$ cat config.mk
export PLATFORM = sky130hd
export DESIGN_NAME = priority_sound_request_queue_core_flat
export DESIGN_NICKNAME = d
export VERILOG_FILES = /design/src/sv/psrq_pkg.sv /design/src/sv/psrq_if.sv /design/src/sv/psrq_ram.sv /design/src/sv/psrq_seq.sv /design/src/sv/psrq_dp.sv /design/src/sv/priority_sound_request_queue_core.sv /design/src/flat_wrapper.sv
export VERILOG_INCLUDE_DIRS = /design/src /design/src/sv
export SDC_FILE = /design/constraint.sdc
export NUM_CORES = 2
export LEC_CHECK = 0
export BUFFER_PORTS_ARGS = -buffer_cell sky130_fd_sc_hd__clkbuf_2
export CAP_MARGIN = 20
export CORE_MARGIN = 10
export CORE_UTILIZATION = 35
export CTS_CLUSTER_DIAMETER = 150
export DETAILED_ROUTE_END_ITERATION = 8
export SLEW_MARGIN = 20
export SYNTH_ARGS = -nofsm -noshare
export SYNTH_HDL_FRONTEND = slang
export SYNTH_SLANG_ARGS = --single-unit
$ cat constraint.sdc
create_clock -name clk -period 10.2 [get_ports clk]
set_input_delay 0 -clock clk [delete_from_list [all_inputs] [get_ports clk]]
set_output_delay 0 -clock clk [all_outputs]
set_load 0.01 [all_outputs]
$ cat src/sv/priority_sound_request_queue_core_assert.svh
// Assertion macros for the priority sound request queue core.
// Expects signals named clk and rst_n in the scope of each use.
`ifndef PRIORITY_SOUND_REQUEST_QUEUE_CORE_ASSERT_SVH
`define PRIORITY_SOUND_REQUEST_QUEUE_CORE_ASSERT_SVH

// Consequent must hold in the same cycle as the antecedent.
`define PSRQ_ASSERT_SAME(lbl, pre, post) \
  lbl: assert property (@(posedge clk) disable iff (!rst_n) (pre) |-> (post)) \
    else $error("psrq assertion failed");

// Consequent must hold in the cycle after the antecedent.
`define PSRQ_ASSERT_NEXT(lbl, pre, post) \
  lbl: assert property (@(posedge clk) disable iff (!rst_n) (pre) |=> (post)) \
    else $error("psrq assertion failed");

`endif

$ cat src/sv/psrq_pkg.sv
// Shared types, constants and the control store of the sound request queue.
// No dependencies.
package psrq_pkg;

  localparam int CH_W   = 2;
  localparam int NOTE_W = 16;
  localparam int PRIO_W = 16;
  localparam int MASK_W = 3;

  localparam logic FUNC_REQ  = 1'b0;
  localparam logic FUNC_TICK = 1'b1;

  typedef logic [3:0] step_t;

  localparam step_t ST_IDLE    = 4'd0;
  localparam step_t ST_RQ_PTR  = 4'd1;
  localparam step_t ST_RQ_RD   = 4'd2;
  localparam step_t ST_RQ_CHK  = 4'd3;
  localparam step_t ST_TK_PTR  = 4'd4;
  localparam step_t ST_TK_SCAN = 4'd5;
  localparam step_t ST_TK_RD   = 4'd6;
  localparam step_t ST_TK_LOAD = 4'd7;
  localparam step_t ST_TK_EMIT = 4'd8;
  localparam step_t ST_TK_CLR  = 4'd9;

  typedef enum logic [2:0] {
    BR_SEQ,
    BR_JMP,
    BR_DISP,
    BR_HIT,
    BR_SCAN,
    BR_EMIT
  } br_t;

  typedef struct packed {
    br_t   br;
    step_t tgt_a;
    step_t tgt_b;
    logic  accept;
    logic  ld_ptr;
    logic  adv;
    logic  ram_rd;
    logic  ram_wr;
    logic  set_ri;
    logic  ld_note;
    logic  clr_note;
    logic  emit;
    logic  clr_valid;
  } uword_t;

  typedef struct packed {
    logic accept;
    logic ld_ptr;
    logic adv;
    logic ram_rd;
    logic ram_wr;
    logic set_ri;
    logic ld_note;
    logic clr_note;
    logic emit;
    logic clr_valid;
  } ctrl_t;

  typedef struct packed {
    logic in_valid;
    logic is_tick;
    logic ch_ok;
    logic hit;
    logic found;
    logic free;
    logic scan_end;
    logic out_free;
    logic ch_last;
  } status_t;

  function automatic uword_t ucode(step_t s);
    uword_t w;
    unique case (s)
      ST_IDLE:    w = '{br: BR_DISP, tgt_a: ST_TK_PTR, tgt_b: ST_RQ_PTR, accept: 1'b1,
                        default: '0};
      ST_RQ_PTR:  w = '{br: BR_SEQ, ld_ptr: 1'b1, default: '0};
      ST_RQ_RD:   w = '{br: BR_SEQ, ram_rd: 1'b1, default: '0};
      ST_RQ_CHK:  w = '{br: BR_HIT, tgt_a: ST_IDLE, tgt_b: ST_RQ_RD, ram_wr: 1'b1,
                        adv: 1'b1, default: '0};
      ST_TK_PTR:  w = '{br: BR_SEQ, ld_ptr: 1'b1, clr_note: 1'b1, default: '0};
      ST_TK_SCAN: w = '{br: BR_SCAN, tgt_a: ST_TK_RD, tgt_b: ST_TK_EMIT, adv: 1'b1,
                        default: '0};
      ST_TK_RD:   w = '{br: BR_SEQ, ram_rd: 1'b1, set_ri: 1'b1, default: '0};
      ST_TK_LOAD: w = '{br: BR_SEQ, ld_note: 1'b1, default: '0};
      ST_TK_EMIT: w = '{br: BR_EMIT, tgt_a: ST_TK_CLR, tgt_b: ST_TK_PTR, emit: 1'b1,
                        default: '0};
      ST_TK_CLR:  w = '{br: BR_JMP, tgt_a: ST_IDLE, clr_valid: 1'b1, default: '0};
      default:    w = '{br: BR_JMP, tgt_a: ST_IDLE, default: '0};
    endcase
    return w;
  endfunction

endpackage

$ cat src/sv/psrq_if.sv
// Valid/ready channel interfaces for request/tick words and result words.
// Depends on psrq_pkg.
interface psrq_in_if import psrq_pkg::*; ();
  logic              valid;
  logic              ready;
  logic              func;
  logic [CH_W-1:0]   channel;
  logic [NOTE_W-1:0] note_handle;
  logic [PRIO_W-1:0] priority_req;
  logic [MASK_W-1:0] channel_busy_mask;
  logic [MASK_W-1:0] channel_looping_mask;

  modport source (output valid, func, channel, note_handle, priority_req,
                  channel_busy_mask, channel_looping_mask, input ready);
  modport sink (input valid, func, channel, note_handle, priority_req,
                channel_busy_mask, channel_looping_mask, output ready);
endinterface

interface psrq_out_if import psrq_pkg::*; ();
  logic              valid;
  logic              ready;
  logic [CH_W-1:0]   out_channel;
  logic              start_res;
  logic [NOTE_W-1:0] start_note;
  logic              last;

  modport source (output valid, out_channel, start_res, start_note, last, input ready);
  modport sink (input valid, out_channel, start_res, start_note, last, output ready);
endinterface

$ cat src/sv/psrq_ram.sv
// Generic single-write, single-read RAM with a registered read port.
// No dependencies.
module psrq_ram #(
  parameter int WIDTH = 32,
  parameter int DEPTH = 48
) (
  input  logic                     clk,
  input  logic                     we,
  input  logic [$clog2(DEPTH)-1:0] waddr,
  input  logic [WIDTH-1:0]         wdata,
  input  logic                     re,
  input  logic [$clog2(DEPTH)-1:0] raddr,
  output logic [WIDTH-1:0]         rdata
);

  logic [WIDTH-1:0] mem [DEPTH];
  logic [WIDTH-1:0] rdata_r;

  always_ff @(posedge clk) begin
    if (we) begin
      mem[waddr] <= wdata;
    end
    if (re) begin
      rdata_r <= mem[raddr];
    end
  end

  assign rdata = rdata_r;

endmodule

$ cat src/sv/psrq_seq.sv
// Microcode sequencer: step counter, control store lookup and branch decode.
// Depends on psrq_pkg.
module psrq_seq import psrq_pkg::*; (
  input  logic    clk,
  input  logic    rst_n,
  input  status_t status,
  output ctrl_t   ctrl
);

  step_t  step_r;
  step_t  step_nxt;
  uword_t uw;

  assign uw = ucode(step_r);

  always_ff @(posedge clk) begin
    if (!rst_n) begin
      step_r <= ST_IDLE;
    end else begin
      step_r <= step_nxt;
    end
  end

  always_comb begin
    ctrl.accept    = uw.accept;
    ctrl.ld_ptr    = uw.ld_ptr;
    ctrl.adv       = uw.adv;
    ctrl.ram_rd    = uw.ram_rd;
    ctrl.ram_wr    = uw.ram_wr && status.hit;
    ctrl.set_ri    = uw.set_ri;
    ctrl.ld_note   = uw.ld_note;
    ctrl.clr_note  = uw.clr_note;
    ctrl.emit      = uw.emit && status.out_free;
    ctrl.clr_valid = uw.clr_valid;
    step_nxt       = step_r;
    unique case (uw.br)
      BR_SEQ: step_nxt = step_r + 4'd1;
      BR_JMP: step_nxt = uw.tgt_a;
      BR_DISP: begin
        if (status.in_valid) begin
          if (status.is_tick) begin
            step_nxt = uw.tgt_a;
          end else if (status.ch_ok) begin
            step_nxt = uw.tgt_b;
          end
        end
      end
      BR_HIT: begin
        ctrl.adv = uw.adv && !status.hit;
        step_nxt = (status.hit || status.scan_end) ? uw.tgt_a : uw.tgt_b;
      end
      BR_SCAN: begin
        ctrl.adv = uw.adv && !status.found;
        if (status.found && status.free) begin
          step_nxt = uw.tgt_a;
        end else if (status.found || status.scan_end) begin
          step_nxt = uw.tgt_b;
        end
      end
      BR_EMIT: begin
        if (status.out_free) begin
          step_nxt = status.ch_last ? uw.tgt_a : uw.tgt_b;
        end
      end
      default: step_nxt = ST_IDLE;
    endcase
  end

endmodule

$ cat src/sv/psrq_dp.sv
// Datapath: slot valid bits, read indexes, slot RAM, scan pointer, result register.
// Depends on psrq_pkg, psrq_if and psrq_ram.
module psrq_dp import psrq_pkg::*; #(
  parameter int CHANNELS = 3,
  parameter int SLOTS    = 16
) (
  input  logic            clk,
  input  logic            rst_n,
  input  ctrl_t           ctrl,
  output status_t         status,
  psrq_in_if.sink         in_if,
  psrq_out_if.source      out_if
);

  localparam int DEPTH = CHANNELS * SLOTS;
  localparam int AW    = $clog2(DEPTH);
  localparam int SW    = $clog2(SLOTS);
  localparam int CW    = (CHANNELS > 1) ? $clog2(CHANNELS) : 1;
  localparam int RW    = NOTE_W + PRIO_W;

  logic [DEPTH-1:0]  valid_r;
  logic [SW-1:0]     read_index_r [CHANNELS];
  logic [CW-1:0]     ch_r;
  logic [SW-1:0]     s_r;
  logic [SW-1:0]     cnt_r;
  logic [NOTE_W-1:0] note_r;
  logic [PRIO_W-1:0] prio_r;
  logic [MASK_W-1:0] busy_r;
  logic [MASK_W-1:0] loop_r;
  logic              start_r;
  logic              out_valid_r;
  logic [CH_W-1:0]   out_channel_r;
  logic              out_start_r;
  logic [NOTE_W-1:0] out_note_r;
  logic              out_last_r;

  logic [AW-1:0]     addr;
  logic [SW-1:0]     s_next;
  logic [RW-1:0]     rdata;
  logic [7:0]        busy_ext;
  logic [7:0]        loop_ext;
  logic              vbit;
  logic              in_acc;

  assign addr     = AW'(32'(ch_r) * SLOTS + 32'(s_r));
  assign s_next   = (32'(s_r) == SLOTS - 1) ? '0 : SW'(s_r + 1'b1);
  assign vbit     = valid_r[addr];
  assign busy_ext = {{(8 - MASK_W){1'b0}}, busy_r};
  assign loop_ext = {{(8 - MASK_W){1'b0}}, loop_r};
  assign in_acc   = in_if.valid && ctrl.accept;

  psrq_ram #(.WIDTH(RW), .DEPTH(DEPTH)) u_ram (
    .clk   (clk),
    .we    (ctrl.ram_wr),
    .waddr (addr),
    .wdata ({note_r, prio_r}),
    .re    (ctrl.ram_rd),
    .raddr (addr),
    .rdata (rdata)
  );

  always_comb begin
    status.in_valid = in_if.valid;
    status.is_tick  = (in_if.func == FUNC_TICK);
    status.ch_ok    = (32'(in_if.channel) < CHANNELS);
    status.hit      = !vbit || (prio_r > rdata[PRIO_W-1:0]);
    status.found    = vbit;
    status.free     = !busy_ext[3'(ch_r)] || loop_ext[3'(ch_r)];
    status.scan_end = (32'(cnt_r) == SLOTS - 1);
    status.out_free = !out_valid_r || out_if.ready;
    status.ch_last  = (32'(ch_r) == CHANNELS - 1);
  end

  always_ff @(posedge clk) begin
    if (!rst_n) begin
      valid_r     <= '0;
      out_valid_r <= 1'b0;
      for (int c = 0; c < CHANNELS; c++) begin
        read_index_r[c] <= '0;
      end
    end else begin
      if (ctrl.clr_valid) begin
        valid_r <= '0;
      end else if (ctrl.ram_wr) begin
        valid_r[addr] <= 1'b1;
      end
      if (ctrl.set_ri) begin
        read_index_r[ch_r] <= s_next;
      end
      if (ctrl.emit) begin
        out_valid_r <= 1'b1;
      end else if (out_if.ready) begin
        out_valid_r <= 1'b0;
      end
    end
  end

  always_ff @(posedge clk) begin
    if (in_acc) begin
      ch_r   <= (in_if.func == FUNC_TICK) ? '0 : CW'(in_if.channel);
      note_r <= in_if.note_handle;
      prio_r <= in_if.priority_req;
      busy_r <= in_if.channel_busy_mask;
      loop_r <= in_if.channel_looping_mask;
    end else if (ctrl.emit) begin
      ch_r <= CW'(ch_r + 1'b1);
    end
    if (ctrl.ld_ptr) begin
      s_r   <= read_index_r[ch_r];
      cnt_r <= '0;
    end else if (ctrl.adv) begin
      s_r   <= s_next;
      cnt_r <= SW'(cnt_r + 1'b1);
    end
    if (ctrl.clr_note) begin
      note_r  <= '0;
      start_r <= 1'b0;
    end else if (ctrl.ld_note) begin
      note_r  <= rdata[RW-1:PRIO_W];
      start_r <= 1'b1;
    end
    if (ctrl.emit) begin
      out_channel_r <= CH_W'(ch_r);
      out_start_r   <= start_r;
      out_note_r    <= note_r;
      out_last_r    <= status.ch_last;
    end
  end

  assign in_if.ready        = ctrl.accept;
  assign out_if.valid       = out_valid_r;
  assign out_if.out_channel = out_channel_r;
  assign out_if.start_res   = out_start_r;
  assign out_if.start_note  = out_note_r;
  assign out_if.last        = out_last_r;

endmodule

$ cat src/sv/priority_sound_request_queue_core.sv
// Request word: the scan pointer is loaded, then k slots (1..SLOTS) are examined, each by a
// read of the one slot RAM port and a compare, until a slot is written or all are seen.
// Tick word: per channel the pointer is loaded and j slots (1..SLOTS) scanned, one valid bit
// a cycle; a found note is fetched if the channel is free, then the result waits for a free
// output; finally all requests expire. Reset (rst_n low, synchronous) clears valid bits, read
// indexes, step counter and result valid bit; the slot RAM holds no reset, needs no clearing pass.
`include "priority_sound_request_queue_core_assert.svh"

module priority_sound_request_queue_core import psrq_pkg::*; #(
  parameter int CHANNELS = 3,
  parameter int SLOTS    = 16
) (
  input  logic       clk,
  input  logic       rst_n,
  psrq_in_if.sink    in_if,
  psrq_out_if.source out_if
);

  ctrl_t   ctrl;
  status_t status;

  psrq_seq u_seq (
    .clk    (clk),
    .rst_n  (rst_n),
    .status (status),
    .ctrl   (ctrl)
  );

  psrq_dp #(.CHANNELS(CHANNELS), .SLOTS(SLOTS)) u_dp (
    .clk    (clk),
    .rst_n  (rst_n),
    .ctrl   (ctrl),
    .status (status),
    .in_if  (in_if),
    .out_if (out_if)
  );

  `PSRQ_ASSERT_SAME(a_emit_free, ctrl.emit, !out_if.valid || out_if.ready)
  `PSRQ_ASSERT_NEXT(a_wr_ends_req, ctrl.ram_wr, ctrl.accept)
  `PSRQ_ASSERT_NEXT(a_tick_busy, in_if.valid && in_if.ready && in_if.func == FUNC_TICK, !in_if.ready)
  `PSRQ_ASSERT_NEXT(a_clr_then_idle, ctrl.clr_valid, in_if.ready && !ctrl.emit)

endmodule

$ cat src/flat_wrapper.sv
// flat-port wrapper written by rule: the top's interface ports become plain ports
module priority_sound_request_queue_core_flat import psrq_pkg::*;
#(
  parameter int CHANNELS = 3,
  parameter int SLOTS    = 16
)
  (clk, rst_n, in_if_valid, in_if_func, in_if_channel, in_if_note_handle, in_if_priority_req, in_if_channel_busy_mask, in_if_channel_looping_mask, in_if_ready, out_if_valid, out_if_out_channel, out_if_start_res, out_if_start_note, out_if_last, out_if_ready);
  psrq_in_if in_if_i ();
  psrq_out_if out_if_i ();
  input  logic clk;
  input  logic rst_n;
  input wire logic [$bits(in_if_i.valid)-1:0] in_if_valid;
  input wire logic [$bits(in_if_i.func)-1:0] in_if_func;
  input wire logic [$bits(in_if_i.channel)-1:0] in_if_channel;
  input wire logic [$bits(in_if_i.note_handle)-1:0] in_if_note_handle;
  input wire logic [$bits(in_if_i.priority_req)-1:0] in_if_priority_req;
  input wire logic [$bits(in_if_i.channel_busy_mask)-1:0] in_if_channel_busy_mask;
  input wire logic [$bits(in_if_i.channel_looping_mask)-1:0] in_if_channel_looping_mask;
  output wire logic [$bits(in_if_i.ready)-1:0] in_if_ready;
  output wire logic [$bits(out_if_i.valid)-1:0] out_if_valid;
  output wire logic [$bits(out_if_i.out_channel)-1:0] out_if_out_channel;
  output wire logic [$bits(out_if_i.start_res)-1:0] out_if_start_res;
  output wire logic [$bits(out_if_i.start_note)-1:0] out_if_start_note;
  output wire logic [$bits(out_if_i.last)-1:0] out_if_last;
  input wire logic [$bits(out_if_i.ready)-1:0] out_if_ready;
  assign in_if_i.valid = in_if_valid;
  assign in_if_i.func = in_if_func;
  assign in_if_i.channel = in_if_channel;
  assign in_if_i.note_handle = in_if_note_handle;
  assign in_if_i.priority_req = in_if_priority_req;
  assign in_if_i.channel_busy_mask = in_if_channel_busy_mask;
  assign in_if_i.channel_looping_mask = in_if_channel_looping_mask;
  assign in_if_ready = in_if_i.ready;
  assign out_if_valid = out_if_i.valid;
  assign out_if_out_channel = out_if_i.out_channel;
  assign out_if_start_res = out_if_i.start_res;
  assign out_if_start_note = out_if_i.start_note;
  assign out_if_last = out_if_i.last;
  assign out_if_i.ready = out_if_ready;
  priority_sound_request_queue_core #(.CHANNELS(CHANNELS), .SLOTS(SLOTS)) u_core (.clk(clk), .rst_n(rst_n), .in_if(in_if_i), .out_if(out_if_i));
endmodule
# == After elaboration in Yosys (flattened, before gate mapping) ==
# Memory sizes are Yosys's and may differ from the RTL's. A register that Yosys moved wholly into a read port is not among the register bits.
# Cells that the tools add are included.
# word_totals
word_cells,106
n_memories,3
regBits,122
mem_bits_ro,336
ram_bits,1548
out_inout_bits,22
in_bits,45
# memory_table
name,words,word_bits,read_ports,rd_clocked_by_memory_dff,wr,line,rtl
u_core.u_dp.u_ram.mem,48,32,1,1,1,psrq_ram.sv:16,logic [WIDTH-1:0] mem [DEPTH];
(name not given),16,21,1,1,0,psrq_pkg.sv:78,unique case (s)
u_core.u_dp.read_index_r,3,4,1,1,3,psrq_dp.sv:22,logic [SW-1:0] read_index_r [CHANNELS];
# op_classes
n_addsub,5
magnitude_cmp,5
n_eq_ne,12
n_mux,40
bitwise,2
n_reduce_logical,24
# op_table
operator,count
two-way mux 4 bit,14
OR 48 bit,1
two-way mux 16 bit,2
case mux 4 bit (6 select lines),1
> comparator 16 bit,1
two-way mux 1 bit,13
adder 4 x 1 -> 4 bit (second input constant),3
two-way mux 2 bit,5
equality test 4 bit (second input constant),2
nonzero test 2 bit,4
logical AND 1 bit,7
< comparator 6 x 7 -> 1 bit (second input constant),1
adder 6 x 4 -> 6 bit,1
binary-select mux 1 bit (select 6 bit),1
demux 1 bit (select 6 bit),1
equality test 3 x 2 -> 1 bit (second input constant),2
equality test 3 bit (second input constant),2
greater-or-equal comparator 6 x 1 -> 1 bit (second input constant),1
logical OR 1 bit,5
binary-select mux 1 bit (select 2 bit),2
zero test 1 bit,4
< comparator 2 x 4 -> 1 bit (second input constant),1
inequality test 2 bit (second input constant),2
AND reduction 4 bit,1
11 further kinds,11

# == Longest topological paths before layout ==
# depth
word_depth,10
mapped_depth,17
depth_no_buf,16

# == Modules after synthesis ==
# A second synthesis with hierarchy kept.
# unflattened
cells_unflattened,3618
hier_area_um2,67556.0
# by_module_without_submodules
module,seq_area_each_um2,cells_each,area_each_um2,n_inst
psrq_ram,47085.2,2912,60481.8,1
psrq_dp,3363.2,561,5790.6,1
psrq_seq,380.4,145,1283.7,1

# == Worst setup path before layout ==
# Ideal clock, no wire load.
# synth_path
path_kind,register -> register
startpoint,reg u_core.u_dp.prio_r[15]
endpoint,mem u_core.u_dp.u_ram.mem[32][0] (enable)
t_required_ps,9777
path_buffers,0
slack_ps,5846
setup_time_ps,423
arrival_time_ps,3932
stages_incl_launch_ff,10
period_less_slack_ps,4354
path_cell_list,edfxtp_1 > ha_1 > nand3_1 > nor3_1 > o31a_1 > a2bb2oi_1 > o21ai_0 > nor2_1 > nand2_1 > nor2_1
# synth_via
elab_chain_cells,5
# synth_rtl
element,line,rtl
start: declaration,psrq_dp.sv:27,logic [PRIO_W-1:0] prio_r;
start signal: assignment,psrq_dp.sv:102,prio_r <= in_if.priority_req;
> comparator 16 bit,psrq_dp.sv:66,status.hit = !vbit || (prio_r > rdata[PRIO_W-1:0]);
logical OR 1 bit,psrq_dp.sv:66,
logical AND 1 bit,psrq_seq.sv:29,ctrl.ram_wr = uw.ram_wr && status.hit;
two-way mux 1 bit,psrq_ram.sv:20,if (we) begin
two-way mux 1 bit (implied by the code),psrq_ram.sv:21,mem[waddr] <= wdata;
end: declaration,psrq_ram.sv:16,
# No other way between the ends.

# == Final worst setup path ==
# layout_path
startpoint,reg u_core.u_dp.s_r[0]
endpoint,mem u_core.u_dp.u_ram.mem[47][26] (enable)
# layout_via
elab_chain_cells,8
# layout_rtl
element,line,rtl
start: declaration,psrq_dp.sv:24,logic [SW-1:0] s_r;
start signal: assignment,psrq_dp.sv:109,s_r <= read_index_r[ch_r];
start signal: assignment,psrq_dp.sv:112,s_r <= s_next;
adder 6 x 4 -> 6 bit (*),psrq_dp.sv:45,assign addr = AW'(32'(ch_r) * SLOTS + 32'(s_r));
binary-select mux 1 bit (select 6 bit),psrq_dp.sv:47,assign vbit = valid_r[addr];
two-way mux 1 bit (implied by the code),psrq_dp.sv:47,
zero test 1 bit,psrq_dp.sv:66,
logical OR 1 bit,psrq_dp.sv:66,
logical AND 1 bit,psrq_seq.sv:29,
two-way mux 1 bit,psrq_ram.sv:20,
two-way mux 1 bit (implied by the code),psrq_ram.sv:21,
# Every way passes the cells marked *; elsewhere a longest branch is shown, timed or not. The select of a mux whose other input is x is not followed.

==> results.md <==
- Fraction of layout cells with a size suffix above 1: 0.1583
- Remaining DRCs: 0
- Synth Instances: 3,989
- CP Capture Type: register
- Cell Rows: 158
- Dpl cell area: 69,680 µm²
- Worst vdd ir: 0.2516 mV
- Largest family of logic cells by synthesized area: compound AO/OA/AOI/OAI gates
- I/O pin count: 67
- Die area: 204,300 µm²
- Clk root buf: clkbuf_16
- Cell Area, Synth: 65,300 µm²
- Initial antenna violation count: 5
- WL/cell: 29.44 µm
- Warnings from Yosys: 0
- Synth Area in Simple Gates: 0.04290
- Final-stage net count: 4,263
- RSZ-0062 raised after global routing: no
- Vias in the first global route: 37,710
- Die X: 451.9 µm
- Initial DRC count: 4,989
- Mux contribution to synthesized area: 0.04332
- Core Area: 185,400 µm²
- Max-Cap Viols: 0
- Hold crit path type: input pin to register
- Count of cell types in the netlist: 84
- F_max: 0.1740 GHz
- Sequential area share after synthesis: 0.7784
- P per Cell Area: 284.0 nW/µm²
- Vias: 38,770
- Status: complete, no violations
- Commonest register cell after synthesis: edfxtp_1
- Fin crit period: 5.749 ns
- Post-route cell area: 75,950 µm²
- Synthesis-stage register bit count: 1,723
- CTS-repair resized insts: 0
- Crit path max fanout: 59
- First-pass GRT wire length: 283,400 µm
- Remaining global-route overflow: 0
- RD Place Congestion: 0.8411
- Fill count: 16,550
- Max-slew violation count: 0
- Fin Setup TNS: 0 ns
- Complex-gate fraction of the synthesized area: 0.1123
- CTS tree: done
- XOR/XNOR share of the synthesized area: 0.0008047
- First drt pass iteration count: 6
- Largest net degree at the start of global routing: 89
- Sequential Power Share: 0.404
- Clock share of power: 0.281
- Required time of the critical path: 10.67 ns
- Setup Fix Bufs, Post-CTS: 0
- Switch share: 0.3602
- Final period utilization: 0.5636
- Logic gate share of total power: 0.315
- DR vias/cell: 5.694
- Async S/R FF share, synth: 0
- Internal: 13.80 mW
- Starting Density: 0.3522
- Type of origin of the critical path: register
- Syn_nets: 4,059
- Setup violation total in the final timing report: 0
- Antenna-violating nets left: 0
- Clk_lat worst skew: 0.81 ns
- Clock transition at the registers of the reported paths: 0.06 ns
- Leak: 24.31 nW
- EDFF count, synth: 1,632
- CP arrival: 6.22 ns
- Clock buffer depth: 3
- H-tree depth: 4
- Slew margin rel.: 0.2538
- Psw: 7.769 mW
- CTS buffer count: 161
- Worst-Margin Slew: 1.114 ns
- Clk_skew: 0.03607 ns
- Die span in y: 451.9 µm
- Syn Area/Cell: 16.37 µm²
- Area growth from synthesis to layout: 16.31%
- Tot GR Track Use: 0.1891
- Setup CP Type: register to register
- Hold violation total from the final report: 0
- Total Wirelength: 200,400 µm
- Synth Area in Adders: 0.004790
- Port bufs: 66
- Num Clock Sinks: 1,723
- HPWL after DPL: 111,800 µm
==> cell usage after synthesis (91+ instances only) <==
master	instances	area share
nor2_1	163	0.0094
mux2_2	110	0.019
a22oi_1	291	0.033
dfxtp_1	91	0.028
a221oi_1	119	0.016
clkbuf_1	187	0.011
a21oi_1	261	0.020
nand2_1	269	0.015
mux2i_1	91	0.014
o21ai_0	178	0.014
nand3_1	95	0.0073
edfxtp_1	1632	0.75
==> stage by stage <==
stage / hold slack, ns / instances / util / total power, mW / setup WS, ns
after global routing: 0.02865 / 6807 / 0.4096 / 22.20 / 4.222
after detailed placement: 0.1814 / 6421 / 0.3758 / 15.49 / 4.553
after floorplan: 0.09887 / 3989 / - / 12.33 / 5.846
final: 0.02812 / 6809 / 0.4096 / 21.57 / 4.451
after global placement: 0.1802 / 6401 / 0.3731 / 15.46 / 4.519
after CTS: 0.01091 / 6799 / 0.4087 / 21.55 / 4.505
==> layer usage <==
| metal | global-route usage | up-vias | part of all wire |
|---|---|---|---|
| li1 | - | 16330 | - |
| met1 | 0.2431 | 19940 | 0.38 |
| met2 | 0.3147 | 2123 | 0.49 |
| met3 | 0.02938 | 383 | 0.082 |
| met4 | 0.08680 | 4 | 0.047 |
| met5 | 0 | - | 0.00014 |
==> flip-flops by register name (all words and copies together), names as in the netlist, named ones only <==
signal                          count
u_core.u_dp.busy_r                  3
u_core.u_dp.ch_r                    2
u_core.u_dp.cnt_r                   4
u_core.u_dp.loop_r                  3
u_core.u_dp.note_r                 16
u_core.u_dp.out_if.last             1
u_core.u_dp.out_if.out_channel      2
u_core.u_dp.out_if.start_note      16
u_core.u_dp.out_if.start_res        1
u_core.u_dp.out_if.valid            1
u_core.u_dp.prio_r                 16
u_core.u_dp.read_index_r           16
u_core.u_dp.s_r                     4
u_core.u_dp.start_r                 1
u_core.u_dp.u_ram.mem            1536
u_core.u_dp.u_ram.rdata            32
u_core.u_dp.valid_r                48
u_core.u_seq.step_r                 4
u_core.u_seq.uw                    15
==> placed cells by master, fill, tap and decap left out, drive strengths merged, types with 37 or more instances in the layout <==
| cell type | netlist | layout |
|---|---|---|
| inv | 35 | 40 |
| a221oi | 119 | 119 |
| dlygate4sd3 | 0 | 82 |
| clkinv | 2 | 51 |
| clkbuf | 187 | 290 |
| a21oi | 261 | 261 |
| nand3 | 95 | 95 |
| nand4 | 37 | 37 |
| a22o | 60 | 60 |
| nor2 | 164 | 164 |
| mux2i | 91 | 91 |
| a22oi | 292 | 292 |
| o21ai | 178 | 178 |
| buf | 66 | 146 |
| o21a | 50 | 50 |
| mux2 | 112 | 112 |
| nand2 | 270 | 270 |
| dfxtp | 91 | 91 |
| edfxtp | 1632 | 1632 |
==> timing repair <==
| item | in CTS | in global routing |
|---|---|---|
| endpoints found under the setup margin | 0 | 0 |
| hold buffers | 82 | 0 |
| endpoints found under the hold margin | 89 | 0 |
==> final timing paths <==
check / cells after the start / endpoint / startpoint / slack [ns]
min: 2 / u_core.u_dp.prio_r[1] / in_if_priority_req[1] / 0.03
min reg2reg: 0 / u_core.u_dp.out_if.start_res / u_core.u_dp.start_r / 0.43
max reg2reg: 12 / u_core.u_dp.u_ram.mem[47][26] / u_core.u_dp.s_r[0] / 4.45
max: 12 / u_core.u_dp.u_ram.mem[47][26] / u_core.u_dp.s_r[0] / 4.45
==> power by group through the flow <==
stage	clock network (mW)	registers (mW)	logic, mW
2_1_floorplan	0	8.99	3.34
3_3_place_gp	0	8.87	6.59
3_5_place_dp	0	8.88	6.61
4_1_cts	6.12	8.73	6.70
5_1_grt	6.38	8.73	7.08
6_report	6.06	8.71	6.79
==> worst max-delay path, stage by stage (launching register included) <==
cell and delay [ns]:
edfxtp_1 0.32, buf_4 0.30, buf_4 0.68, mux4_2 0.60
mux2i_1 0.19, a21o_1 0.17, a21oi_1 0.09, a311oi_4 0.56
o21ai_0 0.28, nor2_1 0.33, nand2_1 0.54, nor2_4 0.83
buf_4 0.44
==> area by class of cell <==
class | count | area [µm²] | share of cell area
Timing Repair Buffer | 294 | 2783 | 0.03664
Clock buffer | 224 | 4609 | 0.06069
Sequential cell | 1723 | 50850 | 0.6696
Tap cell | 2480 | 3103 | 0.04086
Inverter | 37 | 138.9 | 0.001829
Multi-Input combinational cell | 1976 | 13780 | 0.1814
Clock inverter | 72 | 675.6 | 0.008896
Antenna cell | 3 | 7.507 | 0.00009885
==> cells by family (layout without fill, tap and decap cells) <==
logic type	count (synthesis)	count (layout)
compound gates	1078	1078
xor+xnor	6	6
fa+ha+maj	25	25
buf+inv	290	627
flops	1723	1723
mux	232	232
other cells	0	3
simple gates	635	635
No activity file was read; power rests on OpenSTA's default activity.
